==> src/rtl/core/dmap_pkg.sv <==
package dmap_pkg;

	localparam int SPEED_W = 16;
	localparam int CFG_W   = 15;
	localparam int DUTY_W  = 7;
	localparam int NUM_W   = 22;
	localparam int DIV_W   = 18;
	localparam int QUO_W   = 8;
	localparam int STEP_W  = 3;

	localparam logic [CFG_W-1:0] DEAD_ZONE_RST = 15'd3277;
	localparam logic [CFG_W-1:0] DOMAIN_RST    = 15'd13763;

	// Q1.15 value of 0.5 and the fixed-point form of the motor law
	localparam logic signed [16:0] HALF_Q15   = 17'sd16384;
	localparam logic signed [23:0] POS_OFFSET = 24'sd2949120;
	localparam logic signed [23:0] NEG_OFFSET = 24'sd3276800;
	localparam logic signed [23:0] POS_GAIN   = 24'sd12;
	localparam logic signed [23:0] NEG_GAIN   = 24'sd11;

	localparam logic [QUO_W-1:0]  DUTY_MAX_Q = 8'd100;
	localparam logic [DUTY_W-1:0] DUTY_MAX   = 7'd100;

	localparam logic REG_DEAD_ZONE = 1'b0;
	localparam logic REG_DOMAIN    = 1'b1;

	typedef enum logic [1:0] {
		KIND_ZERO = 2'd0,
		KIND_FULL = 2'd1,
		KIND_DIV  = 2'd2
	} kind_t;

	typedef struct packed {
		kind_t             kind;
		logic              fwd;
		logic [NUM_W-1:0]  num;
		logic [DIV_W-1:0]  div;
	} side_job_t;

	typedef struct packed {
		side_job_t right;
		side_job_t left;
	} job_t;

	typedef struct packed {
		logic full;
		logic empty;
	} q_status_t;

endpackage

==> src/rtl/core/dmap_front.sv <==
module dmap_front (
	input  logic signed [dmap_pkg::SPEED_W-1:0] speed,
	input  logic [dmap_pkg::CFG_W-1:0]          dead_zone,
	input  logic [dmap_pkg::CFG_W-1:0]          domain,
	output dmap_pkg::side_job_t                 job
);
	import dmap_pkg::*;

	logic signed [16:0] rs;
	logic [16:0]        mag;
	logic               pos;
	logic               out_band;
	logic signed [16:0] den;
	logic [14:0]        den_mag;
	logic signed [23:0] den_x;
	logic signed [23:0] num_full;
	logic [18:0]        div_full;

	assign rs       = {speed[SPEED_W-1], speed};
	assign mag      = speed[SPEED_W-1] ? 17'(-rs) : 17'(rs);
	assign pos      = !speed[SPEED_W-1] && (speed != '0);
	assign out_band = (mag < {2'b00, dead_zone}) || (mag > {2'b00, domain});

	assign den     = pos ? (rs - HALF_Q15) : (rs + HALF_Q15);
	assign den_mag = den[16] ? 15'(-den) : 15'(den);
	assign den_x   = {{7{den[16]}}, den};

	// numerator is always negative here, so take its magnitude directly
	assign num_full = pos ? (POS_OFFSET - POS_GAIN * den_x) : (NEG_OFFSET - NEG_GAIN * den_x);
	assign div_full = {den_mag, 4'b0000} - {4'b0000, den_mag};

	always_comb begin
		job.num = num_full[NUM_W-1:0];
		job.div = div_full[DIV_W-1:0];
		if (out_band) begin
			job.kind = KIND_ZERO;
			job.fwd  = 1'b1;
		end else if (den == '0) begin
			job.kind = KIND_FULL;
			job.fwd  = pos;
		end else begin
			job.kind = KIND_DIV;
			job.fwd  = den[16];
		end
	end

endmodule

==> src/rtl/core/dmap_queue.sv <==
module dmap_queue (
	input  logic            clk,
	input  logic            arst_n,
	input  logic            wr_en,
	input  dmap_pkg::job_t  wr_data,
	input  logic            rd_en,
	output dmap_pkg::job_t  rd_data,
	output dmap_pkg::q_status_t status
);
	import dmap_pkg::*;

	job_t       entry_q [2];
	logic       wr_ptr_q;
	logic       rd_ptr_q;
	logic [1:0] count_q;

	assign status.full  = (count_q == 2'd2);
	assign status.empty = (count_q == 2'd0);
	assign rd_data      = entry_q[rd_ptr_q];

	always_ff @(posedge clk) begin
		if (wr_en) begin
			entry_q[wr_ptr_q] <= wr_data;
		end
	end

	always_ff @(posedge clk or negedge arst_n) begin
		if (!arst_n) begin
			wr_ptr_q <= 1'b0;
			rd_ptr_q <= 1'b0;
			count_q  <= 2'd0;
		end else begin
			if (wr_en) begin
				wr_ptr_q <= !wr_ptr_q;
			end
			if (rd_en) begin
				rd_ptr_q <= !rd_ptr_q;
			end
			case ({wr_en, rd_en})
				2'b10:   count_q <= count_q + 2'd1;
				2'b01:   count_q <= count_q - 2'd1;
				default: count_q <= count_q;
			endcase
		end
	end

endmodule

==> src/rtl/core/dmap_back.sv <==
module dmap_back (
	input  logic                        clk,
	input  logic                        arst_n,
	input  logic                        job_avail,
	input  dmap_pkg::job_t              job,
	output logic                        job_take,
	input  logic                        slot_free,
	output logic                        result_load,
	output logic [dmap_pkg::DUTY_W-1:0] right_duty,
	output logic [dmap_pkg::DUTY_W-1:0] left_duty,
	output logic                        right_forward,
	output logic                        left_forward,
	output logic                        right_reversal,
	output logic                        left_reversal
);
	import dmap_pkg::*;

	typedef enum logic [2:0] {
		ST_IDLE = 3'b001,
		ST_RUN  = 3'b010,
		ST_DONE = 3'b100
	} state_t;

	state_t             state_q;
	job_t               job_q;
	logic               side_q;
	logic [STEP_W-1:0]  step_q;
	logic [NUM_W-1:0]   rem_q;
	logic [DIV_W-1:0]   dv_q;
	logic [QUO_W-1:0]   quo_q;
	logic [DUTY_W-1:0]  duty_r_q;
	logic [DUTY_W-1:0]  duty_l_q;
	logic               last_r_q;
	logic               last_l_q;

	side_job_t          cur;
	logic [24:0]        shifted;
	logic               ge;
	logic [QUO_W-1:0]   quo_next;
	logic [DUTY_W-1:0]  side_duty;

	assign cur      = side_q ? job_q.left : job_q.right;
	assign shifted  = {7'd0, dv_q} << step_q;
	assign ge       = {3'd0, rem_q} >= shifted;
	assign quo_next = {quo_q[QUO_W-2:0], ge};

	always_comb begin
		case (cur.kind)
			KIND_ZERO: side_duty = '0;
			KIND_FULL: side_duty = DUTY_MAX;
			default:   side_duty = (quo_next > DUTY_MAX_Q) ? DUTY_MAX : quo_next[DUTY_W-1:0];
		endcase
	end

	assign job_take    = (state_q == ST_IDLE) && job_avail;
	assign result_load = (state_q == ST_DONE) && slot_free;

	assign right_duty     = duty_r_q;
	assign left_duty      = duty_l_q;
	assign right_forward  = job_q.right.fwd;
	assign left_forward   = job_q.left.fwd;
	assign right_reversal = job_q.right.fwd != last_r_q;
	assign left_reversal  = job_q.left.fwd != last_l_q;

	always_ff @(posedge clk) begin
		if (job_take) begin
			job_q <= job;
			rem_q <= job.right.num;
			dv_q  <= job.right.div;
			quo_q <= '0;
		end else if (state_q == ST_RUN) begin
			if (step_q == '0) begin
				rem_q <= job_q.left.num;
				dv_q  <= job_q.left.div;
				quo_q <= '0;
				if (side_q) begin
					duty_l_q <= side_duty;
				end else begin
					duty_r_q <= side_duty;
				end
			end else begin
				if (ge) begin
					rem_q <= rem_q - shifted[NUM_W-1:0];
				end
				quo_q <= quo_next;
			end
		end
	end

	always_ff @(posedge clk or negedge arst_n) begin
		if (!arst_n) begin
			state_q  <= ST_IDLE;
			side_q   <= 1'b0;
			step_q   <= '0;
			last_r_q <= 1'b1;
			last_l_q <= 1'b1;
		end else begin
			unique case (state_q)
				ST_IDLE: begin
					if (job_avail) begin
						state_q <= ST_RUN;
						side_q  <= 1'b0;
						step_q  <= '1;
					end
				end
				ST_RUN: begin
					step_q <= step_q - STEP_W'(1);
					if (step_q == '0) begin
						side_q <= 1'b1;
						if (side_q) begin
							state_q <= ST_DONE;
						end
					end
				end
				ST_DONE: begin
					if (slot_free) begin
						last_r_q <= job_q.right.fwd;
						last_l_q <= job_q.left.fwd;
						state_q  <= ST_IDLE;
					end
				end
				default: state_q <= ST_IDLE;
			endcase
		end
	end

endmodule

==> src/rtl/core/differential_drive_pwm_mapper.sv <==
// Differential drive PWM mapper. Each request carries a signed Q1.15 speed
// pair (right, left); each result gives, per side, a duty cycle in percent
// (0..100, truncated), a direction line (1 = forward) and a reversal flag
// that is set when the direction differs from the previous request's, which
// tells the motor driver to stop the PWM before switching the direction line.
// Speeds whose magnitude lies below dead_zone_low or above domain_high map to
// zero duty, forward. A request is classified on entry and parked in a
// two-deep job queue; the back end then runs one shared restoring divider,
// 8 steps per side, taking each request through a load state, the right then
// the left divide steps and a hand-off that waits for a free result slot.
// Up to two requests can wait in the job queue and one finished result in
// the output slot, so push stays open while a result waits to be popped until
// the queue fills. Registers: dead_zone_low at byte 0x0, domain_high at 0x4,
// 15 bits each; the user writes them only while the block is idle (unenforced).
module differential_drive_pwm_mapper (
	input  logic                                 clk,
	input  logic                                 arst_n,
	// config port
	input  logic                                 psel,
	input  logic                                 penable,
	input  logic                                 pwrite,
	input  logic [2:0]                           paddr,
	input  logic [31:0]                          pwdata,
	output logic [31:0]                          prdata,
	output logic                                 pready,
	// request side
	input  logic                                 push,
	output logic                                 full,
	input  logic signed [dmap_pkg::SPEED_W-1:0]  right_speed,
	input  logic signed [dmap_pkg::SPEED_W-1:0]  left_speed,
	// result side
	output logic                                 empty,
	input  logic                                 pop,
	output logic [dmap_pkg::DUTY_W-1:0]          right_duty,
	output logic [dmap_pkg::DUTY_W-1:0]          left_duty,
	output logic                                 right_forward,
	output logic                                 left_forward,
	output logic                                 right_reversal,
	output logic                                 left_reversal
);
	import dmap_pkg::*;

	logic [CFG_W-1:0]  dead_zone_q;
	logic [CFG_W-1:0]  domain_q;
	logic              cfg_wr;

	job_t              new_job;
	job_t              head_job;
	q_status_t         q_stat;
	logic              req_accept;
	logic              job_take;

	logic              out_valid_q;
	logic              slot_free;
	logic              result_load;

	logic [DUTY_W-1:0] b_right_duty;
	logic [DUTY_W-1:0] b_left_duty;
	logic              b_right_fwd;
	logic              b_left_fwd;
	logic              b_right_rev;
	logic              b_left_rev;

	// ---- configuration registers ----
	assign pready = 1'b1;
	assign cfg_wr = psel && penable && pwrite && pready;

	always_ff @(posedge clk or negedge arst_n) begin
		if (!arst_n) begin
			dead_zone_q <= DEAD_ZONE_RST;
			domain_q    <= DOMAIN_RST;
		end else if (cfg_wr) begin
			unique case (paddr[2])
				REG_DEAD_ZONE: dead_zone_q <= pwdata[CFG_W-1:0];
				REG_DOMAIN:    domain_q    <= pwdata[CFG_W-1:0];
				default:       dead_zone_q <= dead_zone_q;
			endcase
		end
	end

	always_comb begin
		unique case (paddr[2])
			REG_DEAD_ZONE: prdata = {17'd0, dead_zone_q};
			REG_DOMAIN:    prdata = {17'd0, domain_q};
			default:       prdata = '0;
		endcase
	end

	// ---- front: classify both sides on entry ----
	dmap_front u_front_right (
		.speed     (right_speed),
		.dead_zone (dead_zone_q),
		.domain    (domain_q),
		.job       (new_job.right)
	);

	dmap_front u_front_left (
		.speed     (left_speed),
		.dead_zone (dead_zone_q),
		.domain    (domain_q),
		.job       (new_job.left)
	);

	assign full       = q_stat.full;
	assign req_accept = push && !q_stat.full;

	// ---- job queue between front and back ----
	dmap_queue u_queue (
		.clk     (clk),
		.arst_n  (arst_n),
		.wr_en   (req_accept),
		.wr_data (new_job),
		.rd_en   (job_take),
		.rd_data (head_job),
		.status  (q_stat)
	);

	// ---- back: shared divider and direction tracking ----
	assign slot_free = !out_valid_q || pop;

	dmap_back u_back (
		.clk            (clk),
		.arst_n         (arst_n),
		.job_avail      (!q_stat.empty),
		.job            (head_job),
		.job_take       (job_take),
		.slot_free      (slot_free),
		.result_load    (result_load),
		.right_duty     (b_right_duty),
		.left_duty      (b_left_duty),
		.right_forward  (b_right_fwd),
		.left_forward   (b_left_fwd),
		.right_reversal (b_right_rev),
		.left_reversal  (b_left_rev)
	);

	// ---- output slot ----
	always_ff @(posedge clk or negedge arst_n) begin
		if (!arst_n) begin
			out_valid_q <= 1'b0;
		end else if (result_load) begin
			out_valid_q <= 1'b1;
		end else if (pop) begin
			out_valid_q <= 1'b0;
		end
	end

	always_ff @(posedge clk) begin
		if (result_load) begin
			right_duty     <= b_right_duty;
			left_duty      <= b_left_duty;
			right_forward  <= b_right_fwd;
			left_forward   <= b_left_fwd;
			right_reversal <= b_right_rev;
			left_reversal  <= b_left_rev;
		end
	end

	assign empty = !out_valid_q;

	// ---- checks ----
	a_duty_range: assert property (@(posedge clk) disable iff (!arst_n)
		!empty |-> (right_duty <= DUTY_MAX) && (left_duty <= DUTY_MAX))
		else $error("duty above full scale");

	// inside the band the quotient never drops below 11, so zero duty means stopped
	a_zero_duty_fwd: assert property (@(posedge clk) disable iff (!arst_n)
		!empty |-> (right_duty != '0 || right_forward) && (left_duty != '0 || left_forward))
		else $error("stopped side reported in reverse");

	a_rev_chain: assert property (@(posedge clk) disable iff (!arst_n)
		(result_load && !b_right_rev) |=> (right_forward == $past(u_back.last_r_q)))
		else $error("reversal flag inconsistent with stored direction");

	a_take_only_nonempty: assert property (@(posedge clk) disable iff (!arst_n)
		job_take |-> !q_stat.empty)
		else $error("back end took a job from an empty queue");

endmodule

==> config.mk <==
export PLATFORM = sky130hd
export DESIGN_NAME = differential_drive_pwm_mapper
export DESIGN_NICKNAME = d
export VERILOG_FILES = /design/src/rtl/core/dmap_pkg.sv /design/src/rtl/core/dmap_front.sv /design/src/rtl/core/dmap_queue.sv /design/src/rtl/core/dmap_back.sv /design/src/rtl/core/differential_drive_pwm_mapper.sv
export SDC_FILE = /design/constraint.sdc
export NUM_CORES = 1
export LEC_CHECK = 0
export ABC_AREA = 1
export ABC_CLOCK_PERIOD_IN_PS = 9500
export BUFFER_PORTS_ARGS = -buffer_cell sky130_fd_sc_hd__buf_2
export CORE_ASPECT_RATIO = 0.75
export CORE_UTILIZATION = 38
export DETAILED_ROUTE_END_ITERATION = 12
export GPL_TIMING_DRIVEN = 0
export HOLD_SLACK_MARGIN = 0.05
export PLACE_DENSITY_LB_ADDON = 0.12
export SETUP_SLACK_MARGIN = 0.05
export SLEW_MARGIN = 10
export SYNTH_ARGS = -nofsm -noshare
export SYNTH_HDL_FRONTEND = slang
export SYNTH_HIERARCHICAL = 1
export SYNTH_SLANG_ARGS = --single-unit
==> constraint.sdc <==
create_clock -name clk -period 9.5 [get_ports clk]
set_input_delay 0.475 -clock clk [delete_from_list [all_inputs] [get_ports clk]]
set_output_delay 0.475 -clock clk [all_outputs]
set_load 0.01 [all_outputs]
# Yosys cells after proc, flatten, opt, wreduce, memory -nomap -nowiden
# Memories as Yosys holds them, arrays and structs flattened.
# Cells that the tools add are included.
[totals]
ff_bits = 209
ramBits = 172
output_inout_bits = 53
wordCells = 155
mem_count = 1
[memory_table]
columns = ["name", "words", "word_bits", "read_ports", "rd_ports_with_merged_regs", "wr", "line_no", "rtl"]
rows = [
  ["u_queue.entry_q", 2, 86, 1, 0, 1, "dmap_queue.sv:12", "job_t entry_q [2];"],
]
[classes]
shifts = 1
muxes = 39
reduce_logical = 40
add_sub_neg = 18
multipliers = 4
bitwise = 3
n_eq_ne = 13
n_lt_le_gt_ge = 6
[ops]
columns = ["op", "n"]
rows = [
  ["$mux 22", 6],
  ["$mux 17", 4],
  ["$pmux 32 s2", 1],
  ["$mux 18", 3],
  ["$mul 5x17->22 const A", 2],
  ["$sub 21x22->22 const A", 2],
  ["$sub 22x22->22 const A", 2],
  ["$mux 43", 1],
  ["$mul 3x17->20 const A", 2],
  ["$sub 18x15->18", 2],
  ["$add 16x16->17 const B", 2],
  ["$gt 17x15->1", 2],
  ["$logic_not 17->1", 2],
  ["$lt 17x15->1", 2],
  ["$neg 16->17", 2],
  ["$sub 16x16->17 const B", 2],
  ["$reduce_bool 16->1", 2],
  ["$mux 15", 2],
  ["$neg 15->15", 2],
  ["$mux 3", 9],
  ["$ge 22x25->1", 1],
  ["$shl 18x3->25", 1],
  ["$sub 22x22->22", 1],
  ["$mux 7", 2],
  ["other kinds (29)", 67],
]

# Logic depth before layout (Yosys ltp)
# Gate-level depths: netlist of the first run.
[logic_depth]
ltp_word = 6
ltp_mapped = 30

# Modules after synthesis
# Netlist of the first run, hierarchy kept.
[by_module_without_submodules]
columns = ["module", "cells_per_inst", "n_inst", "area_each_um2", "seq_area_each_um2"]
rows = [
  ["dmap_queue", 473, 1, 7049.3, 5265.0],
  ["dmap_back", 743, 1, 6422.4, 3372.0],
  ["dmap_front (u_front_left)", 1011, 1, 6153.4, 0.0],
  ["dmap_front (u_front_right)", 987, 1, 6144.6, 0.0],
  ["differential_drive_pwm_mapper", 228, 1, 2132.0, 1335.0],
]

# Worst setup path after synthesis of the first run
# OpenSTA, ideal clock, no wires.
[synth_timing]
kind = "input to register"
startpoint = "in left_speed[0] in the netlist's numbering"
endpoint = "mem u_queue/entry_q[0][39] in the netlist's numbering (data pin)"
required_time_ns = 9.243
setup_ns = 0.257
path_slack_ns = 4.046
arrival_ns = 5.197
cell_stages = 28
path_cell_list = "buf_6 -> clkinv_2 -> ha_1 -> nand2_2 -> nor3b_1 -> nand2_1 -> nor2_1 -> nand3_1 -> ha_1 -> or2_4 -> nand2_4 -> inv_6 -> buf_6 -> ha_1 -> ha_1 -> inv_1 -> fa_1 -> fa_1 -> ha_1 -> nand2_1 -> nor3_1 -> inv_1 -> nor2_1 -> nand3_1 -> o2111ai_1 -> or2_2 -> nand3_1 -> nand2_1"
[synth_lines]
columns = ["item", "line_no", "rtl"]
rows = [
  ["from (decl)", "differential_drive_pwm_mapper.sv:30", "input logic signed [dmap_pkg::SPEED_W-1:0] left_speed,"],
  ["to (decl)", "dmap_queue.sv:12", ""],
]

==> results of run 1 <==
## cells by family after synthesis
group	share of synthesized area, %
other	0.0538
AO/OA/AOI/OAI	11.9
AND/OR/NAND/NOR	23.3
flip-flops	35.7
multiplexers	0.0359
buffers and inverters	9.91
XOR/XNOR	3.26
adder cells (fa/ha/maj)	15.9
## cells in the mapped netlist (all sizes together), types with 25 or more instances
cell type | n | area [sq um]
xnor2 | 25 | 219
nand4 | 35 | 231
inv | 540 | 2040
clkbuf | 33 | 125
xor2 | 78 | 691
nor2 | 182 | 788
nand2 | 968 | 3820
o21ai | 285 | 1820
edfxtp | 290 | 8710
nor3 | 30 | 160
ha | 295 | 3690
fa | 37 | 741
nand3 | 216 | 1140
dfrtp | 26 | 651
a21oi | 164 | 825
buf | 65 | 573
## through the flow
stage	hold WS, ns	power, mW	utilization (%)	std cells	area [sq um]
floorplan	0.179	5.97	-	3458	28000
global placement	0.401	7.39	41.0	4503	29600
detailed placement	0.405	7.41	41.2	4508	29700
CTS	0.103	8.87	42.8	4574	30900
global route	0.114	9.57	42.8	4575	30900
finish	0.136	8.85	42.8	4576	30900
## worst max path at each step
| stage | cells past startpoint | from | slack, ns | to |
|---|---|---|---|---|
| CTS | 27 | left_speed[0] | 3.13 | u_queue/entry_q[1][37]$_DFFE_PP_ |
| global route | 27 | left_speed[0] | 2.79 | u_queue/entry_q[1][37]$_DFFE_PP_ |
| floorplan | 28 | left_speed[0] | 4.05 | u_queue/entry_q[0][39]$_DFFE_PP_ |
| finish | 27 | left_speed[0] | 2.98 | u_queue/entry_q[0][37]$_DFFE_PP_ |
| global placement | 5 | push | 1.92 | u_queue/entry_q[0][67]$_DFFE_PP_ |
| detailed placement | 27 | left_speed[0] | 2.54 | u_queue/entry_q[1][37]$_DFFE_PP_ |
## power by group through the flow
stage / combinational [mW] / sequential, mW / clock, mW
after global routing: 5.47 / 2.58 / 1.52
after CTS: 4.86 / 2.54 / 1.47
final: 4.89 / 2.54 / 1.43
after detailed placement: 4.84 / 2.57 / 0
after floorplan: 3.46 / 2.51 / 0
after global placement: 4.78 / 2.61 / 0
## routing by layer
metal  GRT usage [%]  wire (um)  part of all wire, %  vias up
li1                -          -                    -    11600
met5               0          0                    0        -
met1            36.2      44500                   55    10300
met4            4.06       1140                  1.4        0
met3            3.20       4900                  6.0       58
met2            28.6      30400                   38      579
## layout by cell type, fill, tap and decap left out, types with 7 or more instances in the layout
master	instances
nand3_2	7
dfrtp_1	26
xor2_1	77
ha_1	295
nand3b_1	13
nor2_2	12
clkbuf_1	42
nor3_1	28
nor2_1	159
dfstp_2	18
buf_2	102
o211ai_1	12
nand2_1	915
fa_1	37
o21a_1	10
or2_2	17
nor2_4	11
nand2_2	43
o21ai_2	94
conb_1	20
clkbuf_16	36
nand4_1	33
nand2_4	9
dfxtp_1	7
xnor2_1	25
inv_2	9
clkinv_1	7
buf_6	14
edfxtp_1	290
o22ai_1	10
nand3_1	207
a21oi_1	162
inv_1	527
buf_8	9
a31oi_1	15
buf_4	25
o21ai_0	183
o21bai_1	13
## sequential cells by signal (all words and copies together) (netlist names), 2 cells and up
signal,count
dead_zone_q,15
u_back/rem_q,22
u_back/job_q,44
u_queue/count_q,2
u_back/quo_q,7
left_duty,7
u_back/step_q,3
right_duty,7
domain_q,15
u_back/right_duty,7
u_back/dv_q,18
u_back/left_duty,7
u_back/state_q,3
u_queue/entry_q,172
## area by class of cell
class	count	area, sq um
inverter	545	2070
fill	7386	41300
multi-input combinational	2474	15200
clock buffer	49	967
tap	957	1200
buffer	98	701
sequential	341	9970
clock inverter	17	196
antenna	1	2.50
timing repair buffer	94	561
## worst max-delay path: stages
cell and delay, ns:
buf_2 0.16, buf_6 0.16, clkinv_2 0.17, ha_1 0.26, nand2_2 0.17, nor3b_1 0.34, nand2_1 0.16, nor2_1 0.46
nand3_1 0.28, ha_1 0.28, or2_4 0.26, nand2_4 0.10, inv_6 0.06, buf_6 0.16, ha_1 0.34, ha_1 0.28
inv_1 0.05, fa_1 0.47, fa_1 0.45, ha_1 0.39, nand2_1 0.14, nor4_1 0.44, nand4_1 0.17, nand3_1 0.15
a21oi_1 0.07, o21ai_0 0.15, nand2_1 0.18
==> metrics.cfg, run 1 <==
[pwr]
p_int_mw = 4.79
cellLeakagePower_nw = 14.4
swShare_pct = 45.9
peakVddDrop_v = 0.000150
p_switching_mw = 4.06
sequentialPowerShare_pct = 28.7
clockPowerShare_pct = 16.1
comb_power_share_pct = 55.2
powerDensity_nw_per_um2 = 286

[die]
num_rows = 85
dieArea_sq_um = 74500
floorplan.initialDensity_pct = 38.6
die_w_um = 315
io-pin-count = 127
die_y_um = 237
core-area_sq_um = 72200

[clock_tree]
clkLatencyLatePin_ns = 0.57
post_cts_buffers = 0
clock-sinks = 341
htreeDepth = 2
cts_root_buf = clkbuf_16
cts_hold_buffers = 0
path_clk_slew_ns = 0.07
cts_tree = yes
cts_resized = 0
clockBufferDepth = 3
cts_buffers = 36

[detailed_routing]
routed_wl_mm = 81.0
drtPass1Iterations = 9
drcViolationCount = 20
vias = 22600
initialDrtViolationCount = 1909
via_per_inst = 4.93
wl_per_cell_um = 17.7
ant_nets = 0

[timing]
fmax_mhz = 153
rsz0062_at_grt = no
tns_ns = 0
finalWorstPathRequiredPeriod_ns = 6.52
finalHoldViolCount = 0
setup_ws_ns = 2.98
worstMarginPinSlew_ns = 1.03
final-setup-viol-count = 0
fin_worst_skew_ns = 0.0327
slew_viol_final = 0
period_share_pct = 68.6
relSlewSlack_pct = 30.5

[placed_design]
pre_cts_slack_ns = 2.54
gp_congestion = 0.932
dp_hpwl_mm = 66.5
portBuffers = 88

[critical_path]
critical_path_class = primary input to flop
r2r-start = u_back/step_q[1]$_DFFE_PN0P_
reg2reg_depth = 20
critPathLaunchType = primary input
r2r-end = u_back/left_duty[6]$_DFFE_PP_
arrival_ns = 6.78
rrSetupSlack_ns = 5.88
end_kind = flop
worstPathMaxFanout = 12
crit_required_ns = 9.76

[grt]
antenna_found_initial = 0
overflow = 0
grt_first_pass_wirelength_mm = 124
grt_max_degree = 60
grt_pass1_vias = 20800
track_usage_pct = 21.7

[yosys]
synth_ff_type = edfxtp_1
ys_seq_area_share_pct = 35.7
yosys_warnings = 6
async_flop_share_pct = 12.9
synth_area_sq_um = 27900
synth-seq-cells = 341
yosysUniqueCellTypes = 73
synth_edf_count = 290
syn_inst = 3442
syn_area_per_cell_sq_um = 8.11

[worst_hold_path]
hold_depth = 3
hp-class = primary input to flop
min_to = dead_zone_q[3]$_DFFE_PN1P_
min_from = pwdata[3]

[status]
violations = DRC
status = complete, but fails checks

[cells_and_area]
drive_gt1_share_pct = 12.6
final_nets = 3996
syn2layout_area_growth_pct = 10.8

[job]
drv_cap = 0

(Power assumes the default switching activity.)
==> run 2, diff against run 1 <==
--- a/config.mk
+++ b/config.mk
@@ -6,7 +6,7 @@
 export NUM_CORES = 1
 export LEC_CHECK = 0
 export ABC_AREA = 1
-export ABC_CLOCK_PERIOD_IN_PS = 9500
+export ABC_CLOCK_PERIOD_IN_PS = 6000
 export BUFFER_PORTS_ARGS = -buffer_cell sky130_fd_sc_hd__buf_2
 export CORE_ASPECT_RATIO = 0.75
 export CORE_UTILIZATION = 38
==> constraint.sdc (replaced) <==
create_clock -name clk -period 6 [get_ports clk]
set_input_delay 0.3 -clock clk [delete_from_list [all_inputs] [get_ports clk]]
set_output_delay 0.3 -clock clk [all_outputs]
set_load 0.01 [all_outputs]
==> metrics.cfg, run 2 (synthesis gave the netlist of run 1 again) <==
[status]
status = complete, but fails checks
violations = DRC

[cells_and_area]
final_nets = 4014
fin_util_pct = 43.1
final_common_cell = nand2_1
syn2layout_area_growth_pct = 11.5
largest-register = u_queue/entry_q
fillCellCount = 7368
largest_reg_flops = 172
reg.largest.list = u_queue/entry_q (172), u_back/job_q (44), u_back/rem_q (22)
postLayoutCellArea_sq_um = 31100
drive_gt1_share_pct = 12.7
mostFrequentLayoutCells = nand2_1, inv_1, ha_1

[detailed_routing]
ant_nets = 0
via_per_inst = 4.92
routed_wl_mm = 81.1
wl_per_cell_um = 17.7
drcViolationCount = 20
vias = 22600
drtPass1Iterations = 9
initialDrtViolationCount = 1931

[grt]
grt_first_pass_wirelength_mm = 124
antenna_found_initial = 0
grt_pass1_vias = 20900
overflow = 0
grt_max_degree = 60
track_usage_pct = 21.8

[clock_tree]
cts_tree = yes
path_clk_slew_ns = 0.06
cts_buffers = 36
clkLatencyLatePin_ns = 0.57
clock-sinks = 341
cts_root_buf = clkbuf_16
htreeDepth = 2
clockBufferDepth = 3

[timing]
finalWorstPathRequiredPeriod_ns = 5.80
holdWs_ns = 0.135
rsz0062_at_grt = no
worstMarginPinSlew_ns = 1.03
fin_worst_skew_ns = 0.0298
fmax_mhz = 172
relSlewSlack_pct = 30.6
final-setup-viol-count = 0
finalHoldViolCount = 0
tns_ns = 0
period_share_pct = 96.7
slew_viol_final = 0

[placed_design]
portBuffers = 88
placed_area_sq_um = 29700
gp_congestion = 0.932
dp_hpwl_mm = 66.5

[die]
floorplan.initialDensity_pct = 38.6
dieArea_sq_um = 74500
core-area_sq_um = 72200
io-pin-count = 127
die_y_um = 237
die_w_um = 315
num_rows = 85

[pwr]
cellLeakagePower_nw = 14.5
powerDensity_nw_per_um2 = 450
peakVddDrop_v = 0.000237
power_mw = 14.0

[job]
drv_cap = 0

[critical_path]
critical_path_class = primary input to flop
crit_required_ns = 6.26
end_kind = flop
worstPathMaxFanout = 12
arrival_ns = 6.07
critPathLaunchType = primary input

[worst_hold_path]
hp-class = primary input to flop

==> run 2: report_power, final <==
group	internal, mW	switching (mW)	total, mW
Combinational	2.58	5.15	7.74
Clock	1.28	0.979	2.26
Sequential	3.73	0.291	4.02
==> run 2: worst paths after layout <==
kind,start,end,slack [ns],depth (start not counted)
min in group asynchronous,arst_n,out_valid_q$_DFFE_PN0P_,0.30,2
max,left_speed[0],u_queue/entry_q[0][37]$_DFFE_PP_,0.20,27
max reg2reg,u_back/step_q[1]$_DFFE_PN0P_,u_back/left_duty[6]$_DFFE_PP_,2.36,20
min,push,u_queue/wr_ptr_q$_DFFE_PN0P_,0.13,4
max in group asynchronous,arst_n,domain_q[9]$_DFFE_PN0P_,5.16,2
min reg2reg,u_back/right_duty[6]$_DFFE_PP_,right_duty[6]$_DFFE_PP_,0.42,0
==> run 2: critical path, cell delays in order <==
cell      delay (ns)
buf_2           0.16
buf_6           0.16
clkinv_2        0.17
ha_1            0.26
nand2_2         0.18
nor3b_2         0.27
nand2_1         0.17
nor2_4          0.17
nand3_1         0.18
ha_1            0.26
or2_4           0.26
nand2_4         0.10
inv_6           0.06
buf_6           0.16
ha_1            0.34
ha_1            0.28
inv_1           0.05
fa_1            0.47
fa_1            0.45
ha_1            0.39
nand2_1         0.15
nor4_2          0.36
nand4_1         0.16
nand3_1         0.15
a21oi_1         0.07
o21ai_0         0.14
nand2_1         0.18
==> run 2: per-layer routing <==
| layer | vias up | routed length, um | GRT usage, % |
|---|---|---|---|
| li1 | 11600 | - | - |
| met1 | 10300 | 44100 | 36.2 |
| met2 | 587 | 30600 | 28.8 |
| met3 | 58 | 5220 | 3.17 |
| met4 | 0 | 1180 | 4.16 |
| met5 | - | 0 | 0 |
==> run 2: area by class of cell <==
cell class	instances	area, sq um	area share, %
well taps	957	1200	3.85
clock buffers	49	967	3.11
clock inverters	17	196	0.632
diodes	1	2.50	0.00805
multi-input cells	2474	15300	49.1
inverters	545	2070	6.65
flip-flops and latches	341	9970	32.1
plain buffers	98	701	2.25
repair buffers	112	736	2.37
==> run 2: per-stage QoR <==
| stage | setup slack [ns] | instances |
|---|---|---|
| after floorplan | 0.721 | 3458 |
| after global placement | -1.56 | 4503 |
| after detailed placement | -0.781 | 4508 |
| after CTS | 0.0991 | 4591 |
| after global routing | 0.0548 | 4593 |
| final | 0.198 | 4594 |
==> run 2: timing repair <==
action                                  4_1_cts  5_1_grt
setup buffers                                 0        2
hold endpoints to repair                     52        0
resized for setup                             2        2
endpoints found under the setup margin        8       10
hold buffers                                 17        0
pin swaps                                     0        1
